===== src/sv/dynamic_priority_aging_scheduler_assert.svh =====
// Assertion macros for the aging scheduler.
// Taken in by dpas_ctrl, which checks its own control logic.
`ifndef DYNAMIC_PRIORITY_AGING_SCHEDULER_ASSERT_SVH
`define DYNAMIC_PRIORITY_AGING_SCHEDULER_ASSERT_SVH

// Property that must hold at every clock edge out of reset.
`define DPAS_ASSERT(lbl, clk, rst_n, prop, msg) \
  lbl: assert property (@(posedge clk) disable iff (!rst_n) (prop)) else $error(msg);

// Antecedent in one cycle implies consequent in the next.
`define DPAS_ASSERT_NEXT(lbl, clk, rst_n, ante, cons, msg) \
  lbl: assert property (@(posedge clk) disable iff (!rst_n) (ante) |=> (cons)) else $error(msg);

`endif


===== src/sv/dpas_pkg.sv =====
// Shared types, constants and helper functions of the aging scheduler.
// No dependencies; used by dpas_list, dpas_ctrl and the top level.
`timescale 1ns / 1ps

package dpas_pkg;

  localparam int MAX_WAITING = 16;
  localparam int IDX_W       = $clog2(MAX_WAITING);
  localparam int CNT_W       = $clog2(MAX_WAITING + 1);
  localparam int ID_W        = 8;
  localparam int PRIO_W      = 6;
  localparam int REM_W       = 16;
  localparam int SLICE_W     = 8;

  localparam logic [PRIO_W-1:0] PRIO_CAP = PRIO_W'(40);

  localparam logic CMD_TICK = 1'b0;
  localparam logic CMD_ADD  = 1'b1;

  localparam logic [1:0] REG_RUN_PENALTY  = 2'd0;
  localparam logic [1:0] REG_WAIT_BONUS   = 2'd1;
  localparam logic [1:0] REG_SLICE_LENGTH = 2'd2;

  typedef logic [IDX_W-1:0] idx_t;
  typedef logic [CNT_W-1:0] cnt_t;

  typedef struct packed {
    logic [ID_W-1:0]   id;
    logic [PRIO_W-1:0] prio;
    logic [REM_W-1:0]  rem;
  } entry_t;

  typedef struct packed {
    logic   en;
    idx_t   idx;
    entry_t data;
  } list_wr_t;

  typedef struct packed {
    logic [PRIO_W-1:0]  run_penalty;
    logic [PRIO_W-1:0]  wait_bonus;
    logic [SLICE_W-1:0] slice_length;
  } cfg_t;

  typedef struct packed {
    logic              accepted;
    logic              done_valid;
    logic [ID_W-1:0]   done_id;
    logic              run_valid;
    logic [ID_W-1:0]   run_id;
    logic [PRIO_W-1:0] run_priority;
    logic [REM_W-1:0]  run_remaining;
    logic [4:0]        waiting_count;
  } res_t;

  typedef enum logic [3:0] {
    ST_IDLE,
    ST_TICK,
    ST_SLICE,
    ST_SCAN,
    ST_PICKED,
    ST_TAKE,
    ST_SHIFT,
    ST_RUN,
    ST_AGE,
    ST_FLUSH
  } state_t;

  // Why a pick is under way; selects where the sequencer resumes.
  typedef enum logic [1:0] {
    PH_START,
    PH_SLICE,
    PH_FINISH
  } phase_t;

  function automatic logic [PRIO_W-1:0] age_prio(input logic [PRIO_W-1:0] p,
                                                 input logic [PRIO_W-1:0] bonus);
    logic [PRIO_W:0] s;
    s = {1'b0, p} + {1'b0, bonus};
    return (s > {1'b0, PRIO_CAP}) ? PRIO_CAP : s[PRIO_W-1:0];
  endfunction

  function automatic logic [PRIO_W-1:0] sub_floor(input logic [PRIO_W-1:0] p,
                                                  input logic [PRIO_W-1:0] pen);
    return (p < pen) ? '0 : p - pen;
  endfunction

endpackage


===== src/sv/dpas_list.sv =====
// Ready list storage: one entry per waiting task, one read and one write port.
// Depends on dpas_pkg for the entry and write-port types.
`timescale 1ns / 1ps

module dpas_list (
  input  logic              clk,
  input  dpas_pkg::idx_t    rd_idx,
  output dpas_pkg::entry_t  rd_data,
  input  dpas_pkg::list_wr_t wr
);

  dpas_pkg::entry_t mem_r [dpas_pkg::MAX_WAITING];

  always_ff @(posedge clk) begin
    if (wr.en) begin
      mem_r[wr.idx] <= wr.data;
    end
  end

  assign rd_data = mem_r[rd_idx];

endmodule


===== src/sv/dpas_ctrl.sv =====
// Scheduler sequencer: running task, slice counter and list walks for
// pick, shift and aging. Depends on dpas_pkg and the assertion header.
`timescale 1ns / 1ps
`include "dynamic_priority_aging_scheduler_assert.svh"

module dpas_ctrl (
  input  logic                         clk,
  input  logic                         rst_n,
  input  logic                         in_valid,
  output logic                         in_stall,
  input  logic                         in_cmd,
  input  logic [dpas_pkg::ID_W-1:0]    in_task_id,
  input  logic [dpas_pkg::PRIO_W-1:0]  in_start_priority,
  input  logic [dpas_pkg::REM_W-1:0]   in_burst_time,
  input  dpas_pkg::cfg_t               cfg,
  output logic                         res_valid,
  input  logic                         res_ready,
  output dpas_pkg::res_t               res,
  output dpas_pkg::idx_t               list_rd_idx,
  input  dpas_pkg::entry_t             list_rd,
  output dpas_pkg::list_wr_t           list_wr
);

  dpas_pkg::state_t                    state_r, state_nxt;
  dpas_pkg::phase_t                    phase_r, phase_nxt;
  dpas_pkg::idx_t                      ptr_r, ptr_nxt;
  dpas_pkg::idx_t                      best_idx_r, best_idx_nxt;
  logic [dpas_pkg::PRIO_W-1:0]         best_prio_r, best_prio_nxt;
  dpas_pkg::cnt_t                      total_r, total_nxt;
  logic                                busy_r, busy_nxt;
  dpas_pkg::entry_t                    run_r, run_nxt;
  dpas_pkg::entry_t                    hold_r, hold_nxt;
  logic                                swap_r, swap_nxt;
  logic [dpas_pkg::SLICE_W-1:0]        slice_r, slice_nxt;
  logic                                acc_r, acc_nxt;
  logic                                done_r, done_nxt;
  logic [dpas_pkg::ID_W-1:0]           done_id_r, done_id_nxt;

  logic [dpas_pkg::SLICE_W-1:0]        slice_len;
  dpas_pkg::cnt_t                      ptr_inc;
  logic                                last;

  assign slice_len = (cfg.slice_length == '0) ? dpas_pkg::SLICE_W'(1) : cfg.slice_length;
  assign ptr_inc   = dpas_pkg::CNT_W'(ptr_r) + dpas_pkg::CNT_W'(1);
  assign last      = (ptr_inc >= total_r);
  assign in_stall  = (state_r != dpas_pkg::ST_IDLE) || !rst_n;

  always_ff @(posedge clk) begin
    if (!rst_n) begin
      state_r <= dpas_pkg::ST_IDLE;
      phase_r <= dpas_pkg::PH_START;
      ptr_r   <= '0;
      total_r <= '0;
      busy_r  <= 1'b0;
      run_r   <= '0;
      slice_r <= '0;
      swap_r  <= 1'b0;
    end else begin
      state_r <= state_nxt;
      phase_r <= phase_nxt;
      ptr_r   <= ptr_nxt;
      total_r <= total_nxt;
      busy_r  <= busy_nxt;
      run_r   <= run_nxt;
      slice_r <= slice_nxt;
      swap_r  <= swap_nxt;
    end
  end

  always_ff @(posedge clk) begin
    best_idx_r  <= best_idx_nxt;
    best_prio_r <= best_prio_nxt;
    hold_r      <= hold_nxt;
    acc_r       <= acc_nxt;
    done_r      <= done_nxt;
    done_id_r   <= done_id_nxt;
  end

  always_comb begin
    state_nxt     = state_r;
    phase_nxt     = phase_r;
    ptr_nxt       = ptr_r;
    best_idx_nxt  = best_idx_r;
    best_prio_nxt = best_prio_r;
    total_nxt     = total_r;
    busy_nxt      = busy_r;
    run_nxt       = run_r;
    hold_nxt      = hold_r;
    swap_nxt      = swap_r;
    slice_nxt     = slice_r;
    acc_nxt       = acc_r;
    done_nxt      = done_r;
    done_id_nxt   = done_id_r;
    list_rd_idx   = ptr_r;
    list_wr       = '0;
    res_valid     = 1'b0;

    case (state_r)
      dpas_pkg::ST_IDLE: begin
        if (in_valid && rst_n) begin
          acc_nxt     = 1'b1;
          done_nxt    = 1'b0;
          done_id_nxt = '0;
          if (in_cmd == dpas_pkg::CMD_ADD) begin
            state_nxt = dpas_pkg::ST_FLUSH;
            if (total_r < dpas_pkg::CNT_W'(dpas_pkg::MAX_WAITING)) begin
              list_wr.en        = 1'b1;
              list_wr.idx       = dpas_pkg::IDX_W'(total_r);
              list_wr.data.id   = in_task_id;
              list_wr.data.prio = in_start_priority;
              // a burst of zero counts as one tick of work
              list_wr.data.rem  = (in_burst_time == '0) ? dpas_pkg::REM_W'(1)
                                                         : in_burst_time;
              total_nxt         = total_r + dpas_pkg::CNT_W'(1);
            end else begin
              acc_nxt = 1'b0;
            end
          end else begin
            state_nxt = dpas_pkg::ST_TICK;
          end
        end
      end

      dpas_pkg::ST_TICK: begin
        if (busy_r) begin
          state_nxt = dpas_pkg::ST_SLICE;
        end else if (total_r == '0) begin
          slice_nxt = slice_len;
          state_nxt = dpas_pkg::ST_FLUSH;
        end else begin
          phase_nxt = dpas_pkg::PH_START;
          ptr_nxt   = '0;
          state_nxt = dpas_pkg::ST_SCAN;
        end
      end

      dpas_pkg::ST_SLICE: begin
        if (slice_r != '0) begin
          slice_nxt = slice_r - dpas_pkg::SLICE_W'(1);
          state_nxt = dpas_pkg::ST_RUN;
        end else begin
          slice_nxt = slice_len - dpas_pkg::SLICE_W'(1);
          if (total_r != '0) begin
            phase_nxt = dpas_pkg::PH_SLICE;
            ptr_nxt   = '0;
            state_nxt = dpas_pkg::ST_SCAN;
          end else begin
            state_nxt = dpas_pkg::ST_RUN;
          end
        end
      end

      dpas_pkg::ST_SCAN: begin
        // strict compare keeps the earliest entry on a tie
        if (ptr_r == '0 || list_rd.prio > best_prio_r) begin
          best_idx_nxt  = ptr_r;
          best_prio_nxt = list_rd.prio;
        end
        if (last) begin
          state_nxt = dpas_pkg::ST_PICKED;
        end else begin
          ptr_nxt = ptr_r + dpas_pkg::IDX_W'(1);
        end
      end

      dpas_pkg::ST_PICKED: begin
        case (phase_r)
          dpas_pkg::PH_SLICE: begin
            // the running task wins only with a strictly higher priority
            if (best_prio_r >= run_r.prio) begin
              swap_nxt  = 1'b1;
              state_nxt = dpas_pkg::ST_TAKE;
            end else begin
              state_nxt = dpas_pkg::ST_RUN;
            end
          end
          default: begin
            swap_nxt  = 1'b0;
            state_nxt = dpas_pkg::ST_TAKE;
          end
        endcase
      end

      dpas_pkg::ST_TAKE: begin
        list_rd_idx = best_idx_r;
        hold_nxt    = run_r;
        run_nxt     = list_rd;
        busy_nxt    = 1'b1;
        ptr_nxt     = best_idx_r;
        state_nxt   = dpas_pkg::ST_SHIFT;
      end

      dpas_pkg::ST_SHIFT: begin
        if (!last) begin
          // close the gap one entry per cycle
          list_rd_idx  = ptr_r + dpas_pkg::IDX_W'(1);
          list_wr.en   = 1'b1;
          list_wr.idx  = ptr_r;
          list_wr.data = list_rd;
          ptr_nxt      = ptr_r + dpas_pkg::IDX_W'(1);
        end else begin
          if (swap_r) begin
            list_wr.en   = 1'b1;
            list_wr.idx  = ptr_r;
            list_wr.data = hold_r;
          end else begin
            total_nxt = total_r - dpas_pkg::CNT_W'(1);
          end
          case (phase_r)
            dpas_pkg::PH_START:  state_nxt = dpas_pkg::ST_SLICE;
            dpas_pkg::PH_SLICE:  state_nxt = dpas_pkg::ST_RUN;
            dpas_pkg::PH_FINISH: begin
              ptr_nxt   = '0;
              state_nxt = dpas_pkg::ST_AGE;
            end
            default:             state_nxt = dpas_pkg::ST_RUN;
          endcase
        end
      end

      dpas_pkg::ST_RUN: begin
        ptr_nxt = '0;
        if (run_r.rem <= dpas_pkg::REM_W'(1)) begin
          done_nxt    = 1'b1;
          done_id_nxt = run_r.id;
          if (total_r != '0) begin
            phase_nxt = dpas_pkg::PH_FINISH;
            state_nxt = dpas_pkg::ST_SCAN;
          end else begin
            busy_nxt  = 1'b0;
            run_nxt   = '0;
            state_nxt = dpas_pkg::ST_AGE;
          end
        end else begin
          run_nxt.rem  = run_r.rem - dpas_pkg::REM_W'(1);
          run_nxt.prio = dpas_pkg::sub_floor(run_r.prio, cfg.run_penalty);
          state_nxt    = dpas_pkg::ST_AGE;
        end
      end

      dpas_pkg::ST_AGE: begin
        if (dpas_pkg::CNT_W'(ptr_r) < total_r) begin
          list_wr.en        = 1'b1;
          list_wr.idx       = ptr_r;
          list_wr.data.id   = list_rd.id;
          list_wr.data.prio = dpas_pkg::age_prio(list_rd.prio, cfg.wait_bonus);
          list_wr.data.rem  = list_rd.rem;
        end
        if (last) begin
          state_nxt = dpas_pkg::ST_FLUSH;
        end else begin
          ptr_nxt = ptr_r + dpas_pkg::IDX_W'(1);
        end
      end

      dpas_pkg::ST_FLUSH: begin
        res_valid = 1'b1;
        if (res_ready) begin
          state_nxt = dpas_pkg::ST_IDLE;
        end
      end

      default: begin
        state_nxt = dpas_pkg::ST_IDLE;
      end
    endcase
  end

  always_comb begin
    res.accepted      = acc_r;
    res.done_valid    = done_r;
    res.done_id       = done_id_r;
    res.run_valid     = busy_r;
    res.run_id        = busy_r ? run_r.id : '0;
    res.run_priority  = busy_r ? run_r.prio : '0;
    res.run_remaining = busy_r ? run_r.rem : '0;
    res.waiting_count = 5'(total_r);
  end

  `DPAS_ASSERT(a_total_bound, clk, rst_n, total_r <= dpas_pkg::CNT_W'(dpas_pkg::MAX_WAITING), "ready list count overflow")
  `DPAS_ASSERT(a_idle_clean, clk, rst_n, busy_r || (run_r == '0), "stale running task while idle")
  `DPAS_ASSERT(a_run_work, clk, rst_n, !busy_r || (run_r.rem != '0), "running task with no work left")
  `DPAS_ASSERT_NEXT(a_accept_leaves_idle, clk, rst_n, (state_r == dpas_pkg::ST_IDLE) && in_valid, state_r != dpas_pkg::ST_IDLE, "accepted item not processed")

endmodule


===== src/sv/dynamic_priority_aging_scheduler.sv =====
// Top level of the aging scheduler: configuration registers, output register,
// and the ready list plus sequencer. Depends on dpas_pkg, dpas_list, dpas_ctrl.
//
// Usage:
//   Input channel (in_valid / in_stall): one item per command. in_cmd = 0 is a
//   scheduler tick, in_cmd = 1 adds a task (in_task_id, in_start_priority,
//   in_burst_time) at the tail of a 16-entry ready list.
//   Output channel (out_valid / out_stall): exactly one result item per input
//   item, in order, with the running task and ready-list count after it.
//   Config channel (cfg_valid / cfg_ready, cfg_index, cfg_data): index 0 run
//   penalty, 1 wait bonus, 2 slice length; write only while the block is idle.
// Operation: one item at a time. A tick walks the ready list with one shared
//   compare/age unit, one entry per cycle: up to three pick scans and three
//   shift passes plus one aging pass.
// A finished result sits in the output register; the next item is taken
//   meanwhile, and its result waits until the receiver drops out_stall.
// Reset (synchronous, rst_n low) empties the list, clears the running task
//   and loads every configuration register with 1.
`timescale 1ns / 1ps

module dynamic_priority_aging_scheduler (
  input  logic                        clk,
  input  logic                        rst_n,
  input  logic                        in_valid,
  output logic                        in_stall,
  input  logic                        in_cmd,
  input  logic [dpas_pkg::ID_W-1:0]   in_task_id,
  input  logic [dpas_pkg::PRIO_W-1:0] in_start_priority,
  input  logic [dpas_pkg::REM_W-1:0]  in_burst_time,
  output logic                        out_valid,
  input  logic                        out_stall,
  output logic                        out_accepted,
  output logic                        out_done_valid,
  output logic [dpas_pkg::ID_W-1:0]   out_done_id,
  output logic                        out_run_valid,
  output logic [dpas_pkg::ID_W-1:0]   out_run_id,
  output logic [dpas_pkg::PRIO_W-1:0] out_run_priority,
  output logic [dpas_pkg::REM_W-1:0]  out_run_remaining,
  output logic [4:0]                  out_waiting_count,
  input  logic                        cfg_valid,
  output logic                        cfg_ready,
  input  logic [1:0]                  cfg_index,
  input  logic [7:0]                  cfg_data
);

  dpas_pkg::cfg_t     cfg_r, cfg_nxt;
  logic               out_valid_r, out_valid_nxt;
  dpas_pkg::res_t     out_r;
  dpas_pkg::res_t     res;
  logic               res_valid;
  logic               res_ready;
  dpas_pkg::idx_t     list_rd_idx;
  dpas_pkg::entry_t   list_rd;
  dpas_pkg::list_wr_t list_wr;

  assign cfg_ready = rst_n;
  assign res_ready = !out_valid_r || !out_stall;

  always_comb begin
    cfg_nxt = cfg_r;
    if (cfg_valid && cfg_ready) begin
      case (cfg_index)
        dpas_pkg::REG_RUN_PENALTY:  cfg_nxt.run_penalty  = cfg_data[dpas_pkg::PRIO_W-1:0];
        dpas_pkg::REG_WAIT_BONUS:   cfg_nxt.wait_bonus   = cfg_data[dpas_pkg::PRIO_W-1:0];
        dpas_pkg::REG_SLICE_LENGTH: cfg_nxt.slice_length = cfg_data[dpas_pkg::SLICE_W-1:0];
        default:                    cfg_nxt = cfg_r;
      endcase
    end
  end

  always_comb begin
    out_valid_nxt = out_valid_r;
    if (res_valid && res_ready) begin
      out_valid_nxt = 1'b1;
    end else if (!out_stall) begin
      out_valid_nxt = 1'b0;
    end
  end

  always_ff @(posedge clk) begin
    if (!rst_n) begin
      cfg_r.run_penalty  <= dpas_pkg::PRIO_W'(1);
      cfg_r.wait_bonus   <= dpas_pkg::PRIO_W'(1);
      cfg_r.slice_length <= dpas_pkg::SLICE_W'(1);
      out_valid_r        <= 1'b0;
    end else begin
      cfg_r       <= cfg_nxt;
      out_valid_r <= out_valid_nxt;
    end
  end

  // hold the result payload until the receiver takes it
  always_ff @(posedge clk) begin
    if (res_valid && res_ready) begin
      out_r <= res;
    end
  end

  dpas_list u_list (
    .clk     (clk),
    .rd_idx  (list_rd_idx),
    .rd_data (list_rd),
    .wr      (list_wr)
  );

  dpas_ctrl u_ctrl (
    .clk               (clk),
    .rst_n             (rst_n),
    .in_valid          (in_valid),
    .in_stall          (in_stall),
    .in_cmd            (in_cmd),
    .in_task_id        (in_task_id),
    .in_start_priority (in_start_priority),
    .in_burst_time     (in_burst_time),
    .cfg               (cfg_r),
    .res_valid         (res_valid),
    .res_ready         (res_ready),
    .res               (res),
    .list_rd_idx       (list_rd_idx),
    .list_rd           (list_rd),
    .list_wr           (list_wr)
  );

  assign out_valid         = out_valid_r;
  assign out_accepted      = out_r.accepted;
  assign out_done_valid    = out_r.done_valid;
  assign out_done_id       = out_r.done_id;
  assign out_run_valid     = out_r.run_valid;
  assign out_run_id        = out_r.run_id;
  assign out_run_priority  = out_r.run_priority;
  assign out_run_remaining = out_r.run_remaining;
  assign out_waiting_count = out_r.waiting_count;

endmodule

===== config.mk =====
export PLATFORM = sky130hd
export DESIGN_NAME = dynamic_priority_aging_scheduler
export DESIGN_NICKNAME = d
export VERILOG_FILES = /design/src/sv/dpas_pkg.sv /design/src/sv/dpas_list.sv /design/src/sv/dpas_ctrl.sv /design/src/sv/dynamic_priority_aging_scheduler.sv
export VERILOG_INCLUDE_DIRS = /design/src /design/src/sv
export SDC_FILE = /design/constraint.sdc
export NUM_CORES = 1
export LEC_CHECK = 0
export ABC_AREA = 0
export BUFFER_PORTS_ARGS = -buffer_cell sky130_fd_sc_hd__buf_2
export CORE_MARGIN = 1
export CORE_UTILIZATION = 40
export CTS_CLUSTER_SIZE = 24
export DETAILED_ROUTE_END_ITERATION = 10
export MAX_ROUTING_LAYER = met4
export PLACE_DENSITY_LB_ADDON = 0.3
export SETUP_SLACK_MARGIN = 0.2
export SLEW_MARGIN = 20
export SYNTH_ARGS = -nofsm -noshare
export SYNTH_HDL_FRONTEND = slang
export SYNTH_SLANG_ARGS = --single-unit

===== constraint.sdc =====
create_clock -name clk -period 7.75 [get_ports clk]
set_input_delay 0 -clock clk [delete_from_list [all_inputs] [get_ports clk]]
set_output_delay 0 -clock clk [all_outputs]
set_load 0.02 [all_outputs]

# Yosys cells after proc, flatten, opt, wreduce, memory -nomap -nowiden
# Memory sizes are Yosys's and may differ from the RTL's.
# Cells that the tools add are included.
# classes
addsub	9
n_div	0
shift	0
n_reduce_logical	40
n_eq_ne	33
n_lt_le_gt_ge	8
mul	0
mux	74
n_bitwise	0
# ops
op	count
$mux 35	6
$pmux 35 s3	1
$mux 4	18
$pmux 30 s2	1
$mux 8	7
$pmux 4 s10	1
$pmux 8 s2	2
$mux 30	1
$mux 5	5
$pmux 4 s6	1
$mux 22	1
$ne 2x1->1 const B	11
$eq 4x3->1 const B	4
$le 16x1->1 const B	1
$logic_not 16->1	1
$mux 16	1
$mux 2	8
$pmux 4 s2	2
$sub 16x1->16 const B	1
$sub 8x1->8 const B	2
$ne 2x2->1 const B	7
$reduce_and 2->1	7
$mux 1	12
$mux 6	2
41 further kinds	61
# word_totals
mem_bits_ro	0
regBits	172
mem_count	1
latch_bits	0
elab_cells	195
ramBits	480
output_inout_bits	49
# mem_list
name	depth	word_bits	read_ports	rd_ports_with_merged_regs	wr	line	text
u_list.mem_r	16	30	1	0	1	dpas_list.sv:12	dpas_pkg::entry_t mem_r [dpas_pkg::MAX_WAITING];

# Longest topological paths before layout
# Gate-level depths: netlist (run 1).
# An unclocked memory read counts as a cell.
# logic_depth
ltp_word	12
depth_mapped	29

# Cells and area by module
# A second synthesis (run 1) with hierarchy kept.
# unflattened
hier_cells	1686
hier_area_um2	27706.6
# modules_own_cells
mod	seq_area_each_um2	cells_per_inst	area_each_um2	n_inst
dpas_list	14413.8	755	18338.8	1
dpas_ctrl	2602.5	803	7149.4	1
dynamic_priority_aging_scheduler	1801.7	128	2218.4	1

# Least setup slack after synthesis (run 1)
# Ideal clock, no wire load.
# synth_timing
kind	register to register
start	reg u_ctrl.ptr_r[0]
end	reg u_ctrl.best_idx_r[0] (enable)
setup_time_ps	434
synth_period_minus_slack_ps	7088
path_buffers	6
stages_incl_launch_ff	27
arrival_time_ps	6654
setup_slack_ps	662
t_required_ps	7316
cell_sequence	dfxtp_1 > buf_2 > inv_1 > ha_1 > ha_1 > nand2_1 > o21a_1 > o21ai_0 > inv_1 > ha_1 > a311oi_1 > o22a_1 > buf_4 > buf_6 > buf_4 > buf_2 > buf_2 > a311oi_1 > or3_1 > ha_1 > o21a_1 > o21ai_0 > nand2b_1 > a21oi_1 > nor2b_1 > o22ai_1 > a2111oi_0
# synth_lines
element	line	text
start: declaration	dpas_ctrl.sv:26	dpas_pkg::idx_t ptr_r, ptr_nxt;
start signal: assignment	dpas_ctrl.sv:61	ptr_r <= ptr_nxt;
end signal: assignment	dpas_ctrl.sv:71	best_idx_r <= best_idx_nxt;
end: declaration	dpas_ctrl.sv:27	dpas_pkg::idx_t best_idx_r, best_idx_nxt;

==> reports/metrics.cfg, run 1 <==
[yosys]
synth.most_common_cell=edfxtp_1
synth_seq_cells=652
syn-mean-instance-area_um2=13.8
yosys_warnings=0
netlist_area_mm2=0.0276
synth-edff-count=576
synth_top_area_share_pct=62.7
syn_inst=2002
ys_async_sr_fraction_pct=0
synthTopCellsByCount=576 x edfxtp_1, 294 x nand2_1, 191 x nand3_1
synth_largest_area_cell=edfxtp_1
ys_seq_area_share_pct=68.2
ys_types=82
synth_area_leaders=edfxtp_1 63%, dfxtp_1 5.5%, mux4_2 5.2%
synth_nets=2093
synth_ff_type=edfxtp_1

[sta]
tightest_slew_ns=1.06
rsz0062_at_grt=false
hold_viol=0
fin_crit_ns=7.08
finalCritPeriodShare_pct=91.4
slew_headroom_pct=29.0
setup_viol=0
clock_skew_ns=0.0244
max_freq_ghz=0.141
setup_tns_ns=0
slew_viol_final=0

[cells_and_area]
drive_gt1_share_pct=16.8
fin_util_pct=46.9
seq_area_mm2=0.0188
fillerInstances=5781
multi_input_area_mm2=0.00828
area_growth_pct=15.3
antenna_cells=0
fin_nets=2236
fin_cells=3071

[floorplanning]
coreArea_mm2=0.0678
die_area_mm2=0.0700
fp.dieW_um=265
dieHeight_um=265
start_util_pct=40.7
io_pins=95
row_count=95

[setup_path]
r2r.worst_path.cells=24
cp_slowest_stage_delay_ns=0.78
r2r-start=u_ctrl.ptr_r[0]
crit_path_top_delay_cell=or4_1
path_buf_inv=3
r2r_end=u_list.mem_r[8][19]
r2r_setup_slack_ns=0.67
path_cells=buf_4 -> ha_1 -> xor2_1 -> ha_1 -> nand2_1 -> o21a_1 -> o21ai_0 -> inv_1 -> ha_1 -> a311oi_1 -> buf_4 -> o22a_4 -> mux4_2 -> a22o_1 -> or3_1 -> ha_1 -> nor2b_1 -> o21a_1 -> nor2_1 -> o21ai_0 -> nor3_1 -> a211o_1 -> a31oi_1 -> or4_1
arrival_ns=7.35
crit_start=u_ctrl.ptr_r[0]
cp_top_family=compound AO/OA/AOI/OAI gates
crit_fanout=16
path_common_cell=ha_1
start_kind=flip-flop
cp-end-kind=flip-flop
cp.required_ns=8.01
critical_path_class=flip-flop to flip-flop
crit_end=u_list.mem_r[8][19]
cp.depth=24

[cts]
cts_buffers=68
cts.sinks=652
clkTransAtPathRegs_ns=0.07
cts_tree=built
clock_latency_ns=0.61
post-cts-setup-buffers=0
clock-root-buffer=clkbuf_16
cts_buffer_depth=3
htreeDepth=3

[global_routing]
grt_pass1_wl_um=108000
grt_use_total_pct=21.4
grt-ovfl-total=0
grt_start_max_net_pins=64
grt_pass1_vias=17300
antenna_found_initial=0

[routing]
ant_nets=0
drt_pass1_iterations=5
finalWirelength_um=72400
via_count=17600
wire_per_inst_um=23.6
avgViaCountPerCell=5.72
drc=0
drt_iter0_markers=1526

[power]
pwr-share-seq_pct=51.5
swShare_pct=22.1
leakagePower_uw=0.0111
p_switching_uw=1660
power_density_mw_per_mm2=236
power_frac_comb_pct=5.4
p_clk_share_pct=43.1
p_int_uw=5860
peakVddDrop_uv=150

[status]
status=completed

[run]
drv_cap=0

[min_path]
hold_path_class=input port to flip-flop

[placed_design]
gp_congestion=0.875
place_hpwl_um=44300
placedCellCount=2923
portBuffers=94

[registers in the layout (all words and copies together), names as in the netlist, 8 cells and up]
register	cells
u_list.mem_r	480
cfg_r	20
out_done_id	8
u_ctrl.hold_r	30
out_run_remaining	16
out_run_id	8
u_ctrl.done_id_r	8
u_ctrl.slice_r	8
u_ctrl.run_r	30
[repair_timing]
item,4_1_cts,5_1_grt
setup endpoints to repair,0,64
hold buffers,25,0
resized for setup,0,4
endpoints found under the hold margin,58,0
[cell type report]
class,count,share of cell area (%)
Clock inverter,40,1.28
Inverter,54,0.653
Multi-Input combinational cell,1191,26.0
Clock buffer,83,5.73
Tap cell,873,3.43
Sequential cell,652,59.2
Timing Repair Buffer,178,3.70
[metal layers]
| layer | wire, um | share of wire (%) | track usage, % |
|---|---|---|---|
| met5 | 0 | 0 | - |
| met1 | 30900 | 43 | 28.0 |
| met2 | 35800 | 49 | 34.9 |
| met4 | 1210 | 1.7 | 5.69 |
| met3 | 4550 | 6.3 | 3.10 |
[cells by family after synthesis]
family | synth area share [%]
compound gates | 8.57
xor+xnor | 0.540
fa+ha+maj | 2.12
buf+inv | 2.56
flops | 68.2
mux | 6.03
simple gates | 12.0
[through the flow]
step                hold slack, ns  total power, uW  worst slack, ns  area (um^2)
finish                      0.0926             7520            0.666        31800
global placement             0.251             4330            0.642        29300
detailed placement           0.257             4340            0.532        29300
global route                 0.112             7730            0.224        31800
CTS                         0.0547             7560            0.492        31800
floorplan                    0.113             4200            0.662        27600
[cell usage in the layout (no fill, tap or decap), drive strengths merged, types with 9 or more instances in the layout]
master	netlist	routed
a221o	11	11
nor4	12	12
a21oi	71	71
a21o	41	41
nor2	77	77
nand2	296	296
nand2b	9	9
dlygate4sd3	0	25
mux2i	20	20
nor2b	10	10
dfxtp	76	76
edfxtp	576	576
a22o	40	40
and2	45	45
o21ai	46	46
o22ai	11	11
clkbuf	51	83
a31oi	9	9
buf	54	153
and3	17	17
nand3	192	192
xnor2	12	12
inv	53	57
a22oi	35	35
mux4	64	64
clkinv	1	31
nor3	20	20
ha	42	42
[power groups by stage]
stage	clock network, uW	logic [uW]	registers, uW
5_1_grt	3410	447	3880
3_5_place_dp	0	395	3950
6_report	3240	406	3870
4_1_cts	3290	405	3870
2_1_floorplan	0	243	3960
3_3_place_gp	0	388	3950
[worst reg2reg max path, cell delays in order, from the launching register on]
cell,delay [ns]
dfxtp_1,0.43
buf_4,0.21
ha_1,0.29
xor2_1,0.11
ha_1,0.31
nand2_1,0.06
o21a_1,0.23
o21ai_0,0.30
inv_1,0.16
ha_1,0.34
a311oi_1,0.29
buf_4,0.18
o22a_4,0.34
mux4_2,0.56
a22o_1,0.26
or3_1,0.38
ha_1,0.34
nor2b_1,0.14
o21a_1,0.16
nor2_1,0.21
o21ai_0,0.16
nor3_1,0.20
a211o_1,0.17
a31oi_1,0.13
or4_1,0.78
[worst min-delay path by stage]
stage,startpoint,endpoint,slack [ns],cells past startpoint
after CTS,in_burst_time[6],u_list.mem_r[12][6],0.05,4
after floorplan,rst_n,cfg_ready,0.11,1
after detailed placement,cfg_data[6],cfg_r[6],0.26,3
after global placement,cfg_data[6],cfg_r[6],0.25,3
final,in_burst_time[6],u_list.mem_r[10][6],0.09,4
after global routing,in_burst_time[6],u_list.mem_r[14][6],0.11,4
No activity file was read; power rests on OpenSTA's default activity.
==> run 2: changes to the inputs <==
CORE_UTILIZATION = 30   (was 40)
GPL_ROUTABILITY_DRIVEN = 0   (was not set)
SLEW_MARGIN = 15   (was 20)
==> run 2 against run 1 <==
  * Sequential share of layout area is 0.56 points lower
  * Via count rose by 0.59%
  * Global-route usage is 4.8 points lower
  * Setup slack got worse by 0.17 ns
  * Critical endpoint is now u_list.mem_r[13][19]
  * Largest cell class unchanged
==> reports/metrics.cfg, run 2 (synthesized netlist as in run 1, its figures left out) <==
[status]
status=completed

[sta]
setup_tns_ns=0  ; unchanged
finalCritPeriodShare_pct=93.6  ; +2.2 points
setup_viol=0  ; unchanged
clock_skew_ns=0.0239  ; -0.000471 ns
tightest_slew_ns=1.07  ; +0.0112 ns
fin_crit_ns=7.25  ; +0.170 ns
slew_headroom_pct=28.3  ; -0.75 points
whs_ns=0.0341  ; -0.0584 ns
hold_viol=0  ; unchanged
slew_viol_final=0  ; unchanged
rsz0062_at_grt=false
max_freq_ghz=0.138  ; -2.3%

[cts]
post-cts-setup-buffers=0  ; unchanged
cts_buffers=68  ; unchanged
clock_latency_ns=0.62  ; about the same
cts_buffer_depth=3  ; unchanged
clkTransAtPathRegs_ns=0.06  ; about the same
cts_tree=built
clock-root-buffer=clkbuf_16
htreeDepth=3  ; unchanged
cts.sinks=652  ; unchanged

[routing]
ant_nets=0  ; unchanged
drt_pass1_iterations=5  ; unchanged
finalWirelength_um=75900  ; +4.8%
avgViaCountPerCell=5.25  ; -8.3%
via_count=17700  ; +0.59%
drt_iter0_markers=1608  ; +5.4%
drc=0  ; unchanged
wire_per_inst_um=22.5  ; -4.5%

[floorplanning]
coreArea_mm2=0.0906  ; +34%
start_util_pct=30.5  ; -10 points
fp.dieW_um=305  ; +15%
row_count=110  ; +16%
io_pins=95  ; unchanged
dieHeight_um=305  ; +15%
die_area_mm2=0.0932  ; +33%

[global_routing]
grt_pass1_vias=17600  ; +1.8%
antenna_found_initial=1  ; +1
grt_start_max_net_pins=127  ; +98%
grt_use_total_pct=16.6  ; -4.8 points
grt_pass1_wl_um=113000  ; +4.5%
grt-ovfl-total=0  ; unchanged

[cells_and_area]
fin_nets=2234  ; -0.089%
drive_gt1_share_pct=16.7  ; -0.18 points
area_growth_pct=16.4
largest_register=u_list.mem_r
layout_commonest_cell=edfxtp_1
final_cell_mix=576 x edfxtp_1, 294 x nand2_1, 191 x nand3_1
largest_register_ffs=480  ; unchanged
fillerInstances=8618  ; +49%
reg_top3=u_list.mem_r: 480 flops, u_ctrl.hold_r: 30 flops, u_ctrl.run_r: 30 flops

[setup_path]
crit_fanout=16  ; unchanged
arrival_ns=7.51  ; +0.16 ns
cp.required_ns=8.01  ; about the same
critical_path_class=flip-flop to flip-flop
cp-end-kind=flip-flop
start_kind=flip-flop

[power]
power_uw=7450  ; -0.86%
p_clk_share_pct=42.6  ; -0.5 points
p_int_uw=5780  ; -1.3%
swShare_pct=22.4  ; +0.34 points
leakagePower_uw=0.0111  ; -0.38%
pwr-share-seq_pct=52.0  ; +0.5 points
p_switching_uw=1670  ; +0.65%
power_frac_comb_pct=5.4  ; about the same
peakVddDrop_uv=131  ; -12%
power_density_mw_per_mm2=232  ; -1.8%

[run]
drv_cap=0  ; unchanged

[placed_design]
portBuffers=94  ; unchanged
place_hpwl_um=44100  ; -0.49%

[min_path]
hold_path_class=input port to flip-flop

## run 2: changes by cell type in the layout (fill, tap and decap cells not counted), moves of 2 or more
cell,before,now
dlygate4sd3_1,25,30
buf_4,58,50
clkbuf_16,71,69
clkinv_1,15,13
clkbuf_1,12,10
clkinv_4,3,1
inv_6,2,4
clkinv_2,10,12
## run 2: power by group through the flow
stage / clock network [uW] / registers [uW] / logic [uW]
2_1_floorplan: 0 / 3960 / 243
3_3_place_gp: 0 / 3950 / 381
3_5_place_dp: 0 / 3950 / 390
4_1_cts: 3240 / 3880 / 400
5_1_grt: 3380 / 3880 / 439
6_report: 3170 / 3880 / 402
## run 2: metrics by stage
stage,util [%],std cells,cell area [um^2],worst slack [ns]
floorplan,-,2002,27600,0.662
global placement,32.7,3218,29600,0.275
detailed placement,32.7,3218,29600,0.0145
CTS,35.4,3367,32100,0.213
global route,35.5,3369,32100,0.220
finish,35.5,3369,32100,0.497
## run 2: layer usage
layer  track usage [%]  up-vias  routed length (um)
li1                  -     7909                   -
met1              20.8     9011               32300
met2              27.9      640               37400
met3              2.33      120                4500
met4              5.00        0                1730
met5                 -        -                   0
## run 2: cell type report
| cell class | instances | area (um^2) | area share (%) |
|---|---|---|---|
| antenna | 1 | 2.50 | 0.00779 |
| clock buffer | 80 | 1780 | 5.54 |
| clock inverter | 39 | 365 | 1.14 |
| inverter | 54 | 208 | 0.647 |
| multi-input combinational | 1192 | 8300 | 25.8 |
| sequential | 652 | 18800 | 58.6 |
| tap | 1176 | 1470 | 4.58 |
| timing repair buffer | 175 | 1170 | 3.63 |
## run 2: path summary, 6_finish.rpt
check,end,slack (ns),start,depth (start not counted)
setup / recovery,u_list.mem_r[13][19],0.50,u_ctrl.ptr_r[0],22
hold / removal,cfg_r[2],0.03,cfg_valid,4
setup reg to reg,u_list.mem_r[13][19],0.50,u_ctrl.ptr_r[0],22
hold reg to reg,out_done_id[3],0.41,u_ctrl.done_id_r[3],0
## run 2: critical path, cell delays in order (launching register included)
cell and delay [ns]:
dfxtp_2 0.53, inv_1 0.20, ha_1 0.38, ha_1 0.30, nand2_1 0.08, o21a_1 0.25
o21ai_0 0.24, inv_1 0.14, ha_1 0.33, a311oi_2 0.54, o22a_4 0.39, mux4_2 0.53
a22o_1 0.27, or3_1 0.39, ha_1 0.35, nor2b_1 0.14, o21a_1 0.16, nor2_1 0.19
o21ai_0 0.14, nor3_1 0.24, a211o_1 0.17, a31oi_1 0.12, or4_1 0.80
## run 2: what timing repair did
action                                  in CTS  in global routing
endpoints found under the setup margin      64                 86
hold endpoints to repair                    41                  0
hold buffers                                30                  0
gates resized for setup                      1                  6
gates cloned                                 0                  1
